File: src/rtl/core/tacavg_pkg.sv
package tacavg_pkg;

   // Block configuration
   localparam int CHANNELS        = 8;
   localparam int MAX_BURST_WORDS = 64;

   // Field and state widths
   localparam int WORD_W   = 32;
   localparam int HALF_W   = 16;
   localparam int TAG_LSB  = 12;
   localparam int TAG_W    = 3;
   localparam int VAL_W    = 12;
   localparam int SUM_W    = 19;
   localparam int CNT_W    = 8;
   localparam int AVG_W    = 12;
   localparam int WCNT_W   = 7;
   localparam int CH_IDX_W = (CHANNELS > 1) ? $clog2(CHANNELS) : 1;

   // Divider sequencing: one quotient bit per cycle over the whole sum
   localparam int DIV_STEPS  = SUM_W;
   localparam int DIV_CNT_W  = $clog2(DIV_STEPS + 1);

   // Burst queue between front and back
   localparam int JOBQ_DEPTH = 2;
   localparam int JOBQ_AW    = (JOBQ_DEPTH > 1) ? $clog2(JOBQ_DEPTH) : 1;

   typedef struct packed {
      logic [WORD_W-1:0] fifo_word;
      logic              burst_end;
   } req_item_type;

   typedef struct packed {
      logic [TAG_W-1:0] channel;
      logic [AVG_W-1:0] average;
      logic             updated;
      logic             overflow;
      logic             run_last;
   } rsp_item_type;

   // One finished burst, handed from front to back
   typedef struct packed {
      logic [CHANNELS-1:0][SUM_W-1:0] sums;
      logic [CHANNELS-1:0][CNT_W-1:0] counts;
      logic                           dropped;
   } job_type;

   typedef struct packed {
      logic empty;
      logic full;
   } jobq_status_type;

   typedef enum logic [1:0] {
      BK_IDLE,
      BK_LOAD,
      BK_DIV,
      BK_EMIT
   } back_state_type;

endpackage

File: src/rtl/core/tacavg_front.sv
module tacavg_front (
   input  logic                     clock,
   input  logic                     reset,
   input  logic                     accept,
   input  tacavg_pkg::req_item_type item,
   output logic                     job_push,
   output tacavg_pkg::job_type      job
);

   logic [tacavg_pkg::CHANNELS-1:0][tacavg_pkg::SUM_W-1:0] sums_ff, sums_in;
   logic [tacavg_pkg::CHANNELS-1:0][tacavg_pkg::CNT_W-1:0] counts_ff, counts_in;
   logic [tacavg_pkg::CHANNELS-1:0][tacavg_pkg::SUM_W-1:0] sums_add;
   logic [tacavg_pkg::CHANNELS-1:0][tacavg_pkg::CNT_W-1:0] counts_add;
   logic [tacavg_pkg::WCNT_W-1:0] words_ff, words_in;
   logic                          dropped_ff, dropped_in;
   logic                          room;
   logic [tacavg_pkg::HALF_W-1:0] half_lo, half_hi;
   logic [tacavg_pkg::TAG_W-1:0]  tag_lo, tag_hi;
   logic [tacavg_pkg::VAL_W-1:0]  val_lo, val_hi;

   // Split the word into its two tagged samples
   assign half_lo = item.fifo_word[tacavg_pkg::HALF_W-1:0];
   assign half_hi = item.fifo_word[tacavg_pkg::WORD_W-1:tacavg_pkg::HALF_W];
   assign tag_lo  = half_lo[tacavg_pkg::TAG_LSB +: tacavg_pkg::TAG_W];
   assign tag_hi  = half_hi[tacavg_pkg::TAG_LSB +: tacavg_pkg::TAG_W];
   assign val_lo  = half_lo[tacavg_pkg::VAL_W-1:0];
   assign val_hi  = half_hi[tacavg_pkg::VAL_W-1:0];

   assign room = (words_ff < tacavg_pkg::WCNT_W'(tacavg_pkg::MAX_BURST_WORDS));

   // Add both samples to their channels; tags past the last channel match nothing
   always_comb begin
      for (int c = 0; c < tacavg_pkg::CHANNELS; c++) begin
         sums_add[c] = sums_ff[c]
                     + ((tag_lo == tacavg_pkg::TAG_W'(c))
                        ? tacavg_pkg::SUM_W'(val_lo) : '0)
                     + ((tag_hi == tacavg_pkg::TAG_W'(c))
                        ? tacavg_pkg::SUM_W'(val_hi) : '0);
         counts_add[c] = counts_ff[c]
                       + tacavg_pkg::CNT_W'(tag_lo == tacavg_pkg::TAG_W'(c))
                       + tacavg_pkg::CNT_W'(tag_hi == tacavg_pkg::TAG_W'(c));
      end
   end

   // Take words up to the bound, else flag a drop; at burst end push, start over
   always_comb begin
      sums_in    = sums_ff;
      counts_in  = counts_ff;
      words_in   = words_ff;
      dropped_in = dropped_ff;
      job_push   = 1'b0;
      job.sums    = room ? sums_add : sums_ff;
      job.counts  = room ? counts_add : counts_ff;
      job.dropped = dropped_ff | ~room;
      if (accept) begin
         if (room) begin
            sums_in   = sums_add;
            counts_in = counts_add;
            words_in  = words_ff + 1'b1;
         end else begin
            dropped_in = 1'b1;
         end
         if (item.burst_end) begin
            job_push   = 1'b1;
            sums_in    = '0;
            counts_in  = '0;
            words_in   = '0;
            dropped_in = 1'b0;
         end
      end
   end

   always_ff @(posedge clock) begin
      if (reset) begin
         sums_ff    <= '0;
         counts_ff  <= '0;
         words_ff   <= '0;
         dropped_ff <= 1'b0;
      end else begin
         sums_ff    <= sums_in;
         counts_ff  <= counts_in;
         words_ff   <= words_in;
         dropped_ff <= dropped_in;
      end
   end

endmodule

File: src/rtl/core/tacavg_jobq.sv
module tacavg_jobq (
   input  logic                           clock,
   input  logic                           reset,
   input  logic                           push,
   input  tacavg_pkg::job_type            push_job,
   input  logic                           pop,
   output tacavg_pkg::job_type            head_job,
   output tacavg_pkg::jobq_status_type    status
);

   tacavg_pkg::job_type            jobq_ff [tacavg_pkg::JOBQ_DEPTH];
   logic [tacavg_pkg::JOBQ_AW-1:0] wr_ptr_ff, wr_ptr_in;
   logic [tacavg_pkg::JOBQ_AW-1:0] rd_ptr_ff, rd_ptr_in;
   logic [tacavg_pkg::JOBQ_AW:0]   cnt_ff, cnt_in;

   assign status.empty = (cnt_ff == '0);
   assign status.full  = (cnt_ff == (tacavg_pkg::JOBQ_AW + 1)'(tacavg_pkg::JOBQ_DEPTH));
   assign head_job     = jobq_ff[rd_ptr_ff];

   // Advance pointers with wrap at the queue depth
   always_comb begin
      wr_ptr_in = wr_ptr_ff;
      rd_ptr_in = rd_ptr_ff;
      cnt_in    = cnt_ff;
      if (push) begin
         wr_ptr_in = (wr_ptr_ff == tacavg_pkg::JOBQ_AW'(tacavg_pkg::JOBQ_DEPTH - 1))
                   ? '0 : wr_ptr_ff + 1'b1;
      end
      if (pop) begin
         rd_ptr_in = (rd_ptr_ff == tacavg_pkg::JOBQ_AW'(tacavg_pkg::JOBQ_DEPTH - 1))
                   ? '0 : rd_ptr_ff + 1'b1;
      end
      if (push && !pop) begin
         cnt_in = cnt_ff + 1'b1;
      end else if (pop && !push) begin
         cnt_in = cnt_ff - 1'b1;
      end
   end

   always_ff @(posedge clock) begin
      if (reset) begin
         wr_ptr_ff <= '0;
         rd_ptr_ff <= '0;
         cnt_ff    <= '0;
      end else begin
         wr_ptr_ff <= wr_ptr_in;
         rd_ptr_ff <= rd_ptr_in;
         cnt_ff    <= cnt_in;
      end
   end

   // Store the pushed burst
   always_ff @(posedge clock) begin
      if (push) begin
         jobq_ff[wr_ptr_ff] <= push_job;
      end
   end

endmodule

File: src/rtl/core/tacavg_back.sv
module tacavg_back (
   input  logic                           clock,
   input  logic                           reset,
   input  tacavg_pkg::job_type            head_job,
   input  tacavg_pkg::jobq_status_type    jobq_status,
   output logic                           job_pop,
   input  logic                           rsp_pop,
   output logic                           rsp_valid,
   output tacavg_pkg::rsp_item_type       rsp_item
);

   tacavg_pkg::back_state_type state_ff, state_in;

   logic [tacavg_pkg::CH_IDX_W-1:0]  ch_ff, ch_in;
   logic [tacavg_pkg::CNT_W-1:0]     rem_ff, rem_in;
   logic [tacavg_pkg::SUM_W-1:0]     quo_ff, quo_in;
   logic [tacavg_pkg::DIV_CNT_W-1:0] step_ff, step_in;
   logic [tacavg_pkg::AVG_W-1:0]     avg_ff, avg_in;
   logic                             upd_ff, upd_in;
   logic [tacavg_pkg::AVG_W-1:0]     held_ff [tacavg_pkg::CHANNELS];
   logic                             held_we;
   logic                             rsp_valid_ff, rsp_valid_in;
   tacavg_pkg::rsp_item_type         rsp_ff, rsp_in;

   logic [tacavg_pkg::SUM_W-1:0] cur_sum;
   logic [tacavg_pkg::CNT_W-1:0] cur_cnt;
   logic [tacavg_pkg::CNT_W:0]   shifted, diff;
   logic                         ge;
   logic                         last_ch;
   logic                         last_step;
   logic                         out_free;

   assign cur_sum   = head_job.sums[ch_ff];
   assign cur_cnt   = head_job.counts[ch_ff];
   assign last_ch   = (ch_ff == tacavg_pkg::CH_IDX_W'(tacavg_pkg::CHANNELS - 1));
   assign last_step = (step_ff == tacavg_pkg::DIV_CNT_W'(1));
   assign out_free  = !rsp_valid_ff || rsp_pop;

   // Restoring divide step: one quotient bit per cycle
   assign shifted = {rem_ff, quo_ff[tacavg_pkg::SUM_W-1]};
   assign diff    = shifted - {1'b0, cur_cnt};
   assign ge      = (shifted >= {1'b0, cur_cnt});

   // Next state
   always_comb begin
      state_in = state_ff;
      unique case (state_ff)
         tacavg_pkg::BK_IDLE: begin
            if (!jobq_status.empty) state_in = tacavg_pkg::BK_LOAD;
         end
         tacavg_pkg::BK_LOAD: begin
            state_in = (cur_cnt != '0) ? tacavg_pkg::BK_DIV : tacavg_pkg::BK_EMIT;
         end
         tacavg_pkg::BK_DIV: begin
            if (last_step) state_in = tacavg_pkg::BK_EMIT;
         end
         tacavg_pkg::BK_EMIT: begin
            if (out_free) state_in = last_ch ? tacavg_pkg::BK_IDLE : tacavg_pkg::BK_LOAD;
         end
         default: state_in = tacavg_pkg::BK_IDLE;
      endcase
   end

   // Datapath and outputs
   always_comb begin
      ch_in        = ch_ff;
      rem_in       = rem_ff;
      quo_in       = quo_ff;
      step_in      = step_ff;
      avg_in       = avg_ff;
      upd_in       = upd_ff;
      held_we      = 1'b0;
      job_pop      = 1'b0;
      rsp_in       = rsp_ff;
      rsp_valid_in = rsp_valid_ff && !rsp_pop;
      unique case (state_ff)
         tacavg_pkg::BK_IDLE: begin
            ch_in = '0;
         end
         tacavg_pkg::BK_LOAD: begin
            rem_in  = '0;
            quo_in  = cur_sum;
            step_in = tacavg_pkg::DIV_CNT_W'(tacavg_pkg::DIV_STEPS);
            upd_in  = (cur_cnt != '0);
            avg_in  = held_ff[ch_ff];
         end
         tacavg_pkg::BK_DIV: begin
            rem_in  = ge ? diff[tacavg_pkg::CNT_W-1:0] : shifted[tacavg_pkg::CNT_W-1:0];
            quo_in  = {quo_ff[tacavg_pkg::SUM_W-2:0], ge};
            step_in = step_ff - 1'b1;
            if (last_step) begin
               avg_in  = quo_in[tacavg_pkg::AVG_W-1:0];
               held_we = 1'b1;
            end
         end
         tacavg_pkg::BK_EMIT: begin
            if (out_free) begin
               rsp_valid_in     = 1'b1;
               rsp_in.channel   = tacavg_pkg::TAG_W'(ch_ff);
               rsp_in.average   = avg_ff;
               rsp_in.updated   = upd_ff;
               rsp_in.overflow  = head_job.dropped;
               rsp_in.run_last  = last_ch;
               ch_in            = ch_ff + 1'b1;
               job_pop          = last_ch;
            end
         end
         default: begin
            ch_in = '0;
         end
      endcase
   end

   always_ff @(posedge clock) begin
      if (reset) begin
         state_ff     <= tacavg_pkg::BK_IDLE;
         ch_ff        <= '0;
         rsp_valid_ff <= 1'b0;
      end else begin
         state_ff     <= state_in;
         ch_ff        <= ch_in;
         rsp_valid_ff <= rsp_valid_in;
      end
   end

   // Hold divider and result payload
   always_ff @(posedge clock) begin
      rem_ff  <= rem_in;
      quo_ff  <= quo_in;
      step_ff <= step_in;
      avg_ff  <= avg_in;
      upd_ff  <= upd_in;
      rsp_ff  <= rsp_in;
   end

   // Held averages survive across bursts; reset clears them
   always_ff @(posedge clock) begin
      if (reset) begin
         for (int c = 0; c < tacavg_pkg::CHANNELS; c++) begin
            held_ff[c] <= '0;
         end
      end else if (held_we) begin
         held_ff[ch_ff] <= avg_in;
      end
   end

   assign rsp_valid = rsp_valid_ff;
   assign rsp_item  = rsp_ff;

   // The divider only runs on a channel that saw samples
   a_div_nonzero: assert property (@(posedge clock) disable iff (reset)
      (state_ff == tacavg_pkg::BK_DIV) |-> (cur_cnt != '0))
      else $error("divider running with zero count");

   // Partial remainder stays below the divisor
   a_rem_bound: assert property (@(posedge clock) disable iff (reset)
      (state_ff == tacavg_pkg::BK_DIV) |-> (rem_ff < cur_cnt))
      else $error("remainder not below divisor");

   // A burst is only retired from a nonempty queue, on the last channel
   a_pop_last: assert property (@(posedge clock) disable iff (reset)
      job_pop |-> (!jobq_status.empty && last_ch && out_free))
      else $error("burst retired early");

endmodule

File: src/rtl/core/tagged_adc_channel_averager_core.sv
// Channel   Ports                        Direction  Item
// ------------------------------------------------------------------------
// request   push, full, req_data         in         fifo_word, burst_end
// response  empty, pop, rsp_data         out        channel, average, updated,
//                                                   overflow, run_last
//
// The front takes one word per cycle while the burst queue has room; full
// rises only while two finished bursts are queued, the one in the back end included.
// The back end loads each channel in turn; a channel that saw samples then runs
// the 19-step restoring divide before its result is handed to the output
// register, which waits while the receiver stalls; the back end returns to idle
// to pick up each burst.
// Reset is synchronous and clears the sums, counts and held averages at once.
// A stalled result side stops the back end only; the front keeps filling until the burst queue is full.
module tagged_adc_channel_averager_core (
   input  logic                     clock,
   input  logic                     reset,
   input  logic                     push,
   output logic                     full,
   input  tacavg_pkg::req_item_type req_data,
   output logic                     empty,
   input  logic                     pop,
   output tacavg_pkg::rsp_item_type rsp_data
);

   logic                           accept;
   logic                           job_push;
   logic                           job_pop;
   logic                           rsp_valid;
   tacavg_pkg::job_type            push_job;
   tacavg_pkg::job_type            head_job;
   tacavg_pkg::jobq_status_type    jobq_status;

   assign full   = jobq_status.full;
   assign accept = push && !jobq_status.full;
   assign empty  = !rsp_valid;

   tacavg_front u_front (
      .clock    (clock),
      .reset    (reset),
      .accept   (accept),
      .item     (req_data),
      .job_push (job_push),
      .job      (push_job)
   );

   tacavg_jobq u_jobq (
      .clock    (clock),
      .reset    (reset),
      .push     (job_push),
      .push_job (push_job),
      .pop      (job_pop),
      .head_job (head_job),
      .status   (jobq_status)
   );

   tacavg_back u_back (
      .clock       (clock),
      .reset       (reset),
      .head_job    (head_job),
      .jobq_status (jobq_status),
      .job_pop     (job_pop),
      .rsp_pop     (pop),
      .rsp_valid   (rsp_valid),
      .rsp_item    (rsp_data)
   );

endmodule

File: config.mk
export PLATFORM = sky130hd
export DESIGN_NAME = tagged_adc_channel_averager_core
export DESIGN_NICKNAME = d
export VERILOG_FILES = /design/src/rtl/core/tacavg_pkg.sv /design/src/rtl/core/tacavg_front.sv /design/src/rtl/core/tacavg_jobq.sv /design/src/rtl/core/tacavg_back.sv /design/src/rtl/core/tagged_adc_channel_averager_core.sv
export SDC_FILE = /design/constraint.sdc
export NUM_CORES = 2
export LEC_CHECK = 0
export ABC_AREA = 0
export BUFFER_PORTS_ARGS = -buffer_cell sky130_fd_sc_hd__buf_4
export CELL_PAD_IN_SITES_DETAIL_PLACEMENT = 1
export CELL_PAD_IN_SITES_GLOBAL_PLACEMENT = 1
export CORE_ASPECT_RATIO = 1.25
export CORE_MARGIN = 1
export CORE_UTILIZATION = 35
export CTS_BUF_LIST = sky130_fd_sc_hd__clkbuf_2
export DETAILED_ROUTE_END_ITERATION = 6
export PLACE_DENSITY_LB_ADDON = 0.1
export SKIP_CTS_REPAIR_TIMING = 1
export SLEW_MARGIN = 0
export SYNTH_ARGS = -nofsm -noshare
export SYNTH_HDL_FRONTEND = slang
export SYNTH_SLANG_ARGS = --single-unit
File: constraint.sdc
create_clock -name clock -period 37.3 [get_ports clock]
set_input_delay 7.46 -clock clock [delete_from_list [all_inputs] [get_ports clock]]
set_output_delay 7.46 -clock clock [all_outputs]
set_load 0.03 [all_outputs]
# After elaboration in Yosys (flattened, before gate mapping)
# Memory sizes are Yosys's and may differ from the RTL's. A register that Yosys moved wholly into a read port is not among the register bits.
# Index checks and enable logic that the tools add are counted.
# word_totals
output_inout_bits	20
register_bits	297
memories	2
ramBits	530
inputBits	37
# mem_list
name	depth	width	rd	rd_ports_with_merged_regs	wr	line	rtl
u_jobq.jobq_ff	2	217	1	1	1	tacavg_jobq.sv:11	tacavg_pkg::job_type jobq_ff [tacavg_pkg::JOBQ_DEPTH];
u_back.held_ff	8	12	1	1	8	tacavg_back.sv:20	logic [tacavg_pkg::AVG_W-1:0] held_ff [tacavg_pkg::CHANNELS];
# classes
eq_ne	24
reduce_logical	25
mux	68
bitwise_logic	2
n_addsub	40
order_cmp	3
# ops
operator	count
19-bit adder	16
152-bit 2-to-1 mux	2
12-bit 2-to-1 mux	18
8-bit by 1-bit adder with 8-bit output	16
64-bit 2-to-1 mux	2
19-bit binary-select mux with 3-bit select	1
19-bit case mux with 2 select lines	1
3-bit == test (second input constant)	9
8-bit binary-select mux with 3-bit select	1
1-bit 2-to-1 mux	24
12-bit case mux with 2 select lines	1
19-bit 2-to-1 mux	1
8-bit 2-to-1 mux	2
8-bit case mux with 2 select lines	1
7-bit 2-to-1 mux	2
3-bit by 2-bit == test with 1-bit output (second input constant)	4
3-bit 2-to-1 mux	4
12-bit OR reduction	1
2-bit 2-to-1 mux	5
5-bit case mux with 2 select lines	1
9-bit by 8-bit >= comparator with 1-bit output	1
2-bit case mux with 4 select lines	1
2-bit AND reduction	4
2-bit nonzero test	4
other kinds (25)	40

# Longest topological paths before layout
# depth
word_depth	8
mapped_depth	16
mapped_depth_nobuf	14

# Cells and area by module
# A second synthesis with hierarchy kept.
# hier_totals
hier_cells	3666
area_unflattened_um2	44136.1
# by_module_without_submodules
module	instances	area_each_um2	cells_per_inst
tacavg_front	1	18425.2	2212
tacavg_jobq	1	16389.5	697
tacavg_back	1	9303.9	755
tagged_adc_channel_averager_core	1	17.5	2

# Least setup slack after synthesis
# No wires, ideal clock.
# synth_path
path_type	input -> register
start	in req_data[0] (netlist name)
end	mem u_jobq.jobq_ff[0][0] (netlist name), enable pin
stages	4
setup_slack_ns	19.412
arrival_time_ns	17.090
cell_sequence	clkbuf_1 > clkbuf_1 > nand2_1 > nor2_1
# synth_via
elab_chain_len	4
# synth_lines
element	line	rtl
start, declared	tagged_adc_channel_averager_core.sv:20	input tacavg_pkg::req_item_type req_data,
1-bit 2-to-1 mux	tacavg_front.sv:63	if (item.burst_end) begin
1-bit 2-to-1 mux	tacavg_front.sv:55	if (accept) begin
1-bit 2-to-1 mux	tacavg_jobq.sv:54	if (push) begin
1-bit 2-to-1 mux (implied by the code)	tacavg_jobq.sv:55	jobq_ff[wr_ptr_ff] <= push_job;
end, declared	tacavg_jobq.sv:11	
# Every way passes these cells.

==> impl_metrics.yaml <==
drt:
  firstDrtPassIters: 5
  drc: 0
  wl_per_cell_um: 23.6
  drt_iter0_drc: 1502
  routed_via_density: 5.29
  via_count: 30200
  ant_nets: 0
  routed_wl_um: 135000
critical_path:
  cp-end-kind: "register"
  cp-start-kind: "input pin"
  crit_required_ns: 38.67
  arrival_ns: 12.06
  ff2ff_setup_slack_ns: 31.25
  rr_worst_depth: 12
  cp_max_fo: 12
  path_class: "in2reg"
  r2r-end: "u_back.held_ff[3][0]$_SDFFCE_PN0P_"
synth:
  synth_edf_count: 581
  seq_area_frac_synth_pct: 51.7
  synthDistinctLibCells: 73
  netlist_area_um2: 43400
  yosys.area.top_type_share_pct: 40.2
  synth_cells: 3790
  yosysTopAreaCell: "edfxtp_1"
  synth_flop_cell: "edfxtp_1"
  synthAdderAreaFrac_pct: 8.73
  synth-async-reset-ratio_pct: 0
  synth-simple-area-share_pct: 10.7
  synth_top_family_by_area: "simple AND/OR/NAND/NOR gates"
  synth-seq-cells: 831
  yosys_warnings: 0
  avgSynthCellArea_um2: 11.4
  muxShareOfSynthArea_pct: 9.98
  syn_nets: 4062
  synth.top_cells.by_area: "edfxtp_1, dfxtp_1, mux4_2"
  synth-compound-area-share_pct: 10.6
  synthXorXnorAreaFrac_pct: 3.39
placed_design:
  post-dp-hpwl_um: 89100
  gp_congestion: 0.776
  io_buffers: 54
cells_and_area:
  final_cell_mix: "edfxtp_1, nand2_1, clkbuf_2"
  final_common_cell: "edfxtp_1"
  drive_above_1_share_pct: 17.9
  finalNetCount: 4184
  syn_to_final_growth_pct: 9.87
die:
  core-area_um2: 123000
  die-area_um2: 125000
  start_util_pct: 35.3
  fp-row-count: 144
  die_height_um: 396
  die-width_um: 317
  num_io_pins: 57
global_route:
  grt-ovfl-total: 0
  track_usage_pct: 22.0
  grt_max_degree: 145
  grt_first_pass_wirelength_um: 204000
  grt_pass1_vias: 32600
  antenna_found_initial: 5
hold_path:
  hold_depth: 0
  hold_path.startpoint: "u_back.avg_ff[0]$_DFF_P_"
  hold_class: "reg2reg"
  min_to: "u_back.rsp_item[3]$_DFFE_PP_"
clock_tree:
  cts_tree: "done"
  htree_levels: 4
  numCtsBuffers: 216
  clkLatencyLatePin_ns: 1.65
  cts.sinks: 831
  cts_root_buf: "clkbuf_2"
  clk_path_buf_depth: 3
  clkTransAtPathRegs_ns: 0.09
sta:
  relSlewSlack_pct: 14.1
  setup_viol: 0
  finalHoldViolCount: 0
  tightestPinTransition_ns: 1.29
  skew_ns: 0.0951
  rsz0062_at_grt: "no"
  worst_hold_slack_ns: 0.446
  post-route-min-period_ns: 10.70
  final.setup.tns_ns: 0
  min_period_over_period_pct: 28.7
  max_clock_freq_mhz: 93.5
  drv_slew: 0
power:
  ir_drop_uv: 32.1
  p_per_area_nw_per_um2: 42.7
  p_leak_nw: 18.4
  p_total_mw: 2.03
flow_run:
  cap_violations: 0
status:
  outcome: "finished, final reports clean"
[per-stage QoR]
stage | instances | area [um^2] | util, % | worst slack [ns]
3_3_place_gp | 5300 | 45500 | 37.0 | 24.88
4_1_cts | 5710 | 47700 | 38.7 | 26.72
2_1_floorplan | 3790 | 43400 | - | 19.41
3_5_place_dp | 5300 | 45500 | 37.0 | 24.89
5_1_grt | 5714 | 47700 | 38.7 | 26.62
6_report | 5715 | 47700 | 38.7 | 26.60
[how the worst max path moves through the flow]
stage / start / endpoint / slack, ns / cells after the start
after CTS: u_jobq.cnt_ff[0]$_SDFFE_PP0P_ / full / 26.72 / 3
after floorplan: req_data[0] / u_jobq.jobq_ff[0][0]$_DFFE_PP_ / 19.41 / 4
after detailed placement: req_data[15] / u_jobq.jobq_ff[0][135]$_DFFE_PP_ / 24.89 / 13
final: req_data[15] / u_jobq.jobq_ff[0][118]$_DFFE_PP_ / 26.60 / 14
after global routing: req_data[15] / u_front.sums_ff[70]$_SDFFE_PP0P_ / 26.62 / 14
after global placement: req_data[15] / u_jobq.jobq_ff[0][135]$_DFFE_PP_ / 24.88 / 13
[layout make-up]
class / count / area, um^2
Clock buffer: 356 / 1780
Fill cell: 13500 / 75400
Antenna cell: 5 / 12.5
Multi-Input combinational cell: 2418 / 19000
Timing Repair Buffer: 110 / 842
Tap cell: 1606 / 2010
Sequential cell: 831 / 22500
Inverter: 335 / 1260
Clock inverter: 54 / 332
[power by group]
part,internal (mW),switching (mW),total (mW)
Combinational,0.0922,0.195,0.287
Sequential,1.04,0.0272,1.07
Clock,0.274,0.402,0.676
[layer usage]
layer  routed length [um]  track usage, %
met5                   21               0
met4                 3260            7.19
met3                 4100            3.42
met2                70800            39.7
met1                56600            26.5
[kinds of logic (layout without fill, tap and decap cells)]
group           count (synthesis)  in the layout
fa+ha+maj                     235            235
xor+xnor                      168            168
buf+inv                       541            855
mux                           233            233
flops                         831            831
simple gates                 1064           1064
other cells                     0              5
compound gates                718            718
[cells in the mapped netlist (15+ instances only)]
cell      count
edfxtp_1    581
nand2_1     463
inv_1       334
nor2_1      317
dfxtp_1     250
o21ai_0     214
mux4_2      135
clkbuf_1    133
a21oi_1     128
ha_1        122
fa_1        113
xor2_1       90
nand3_1      88
xnor2_1      78
a22oi_1      75
mux2_2       64
buf_1        56
a31oi_1      48
a21o_1       37
and3_1       34
nor2b_1      27
a211oi_1     26
a22o_1       25
nor3_1       24
o21a_1       22
mux2i_1      20
o211ai_1     20
o22ai_1      15
[sequential cells by signal, summed over array words and instances (netlist names), named ones only]
register / count
u_jobq.jobq_ff: 434
u_front.sums_ff: 152
u_back.held_ff: 96
u_front.counts_ff: 64
u_back.quo_ff: 19
u_back.rsp_item: 18
u_back.avg_ff: 12
u_back.rem_ff: 8
u_front.words_ff: 7
u_back.step_ff: 5
u_back.ch_ff: 3
u_back.state_ff: 2
u_jobq.cnt_ff: 2
u_back.rsp_valid: 1
u_back.upd_ff: 1
u_front.dropped_ff: 1
u_jobq.rd_ptr_ff: 1
u_jobq.wr_ptr_ff: 1
[critical path, stage by stage]
cell and delay, ns:
buf_4 0.15, nor3b_2 0.20, buf_4 0.35, nand2_1 0.13
fa_1 0.51, inv_1 0.06, fa_1 0.47, a211oi_1 0.52
o211a_1 0.32, o21ai_1 0.16, a31o_2 0.27, a21oi_1 0.99
nor2_1 0.12, xnor2_1 0.33
(Power assumes the default switching activity.)
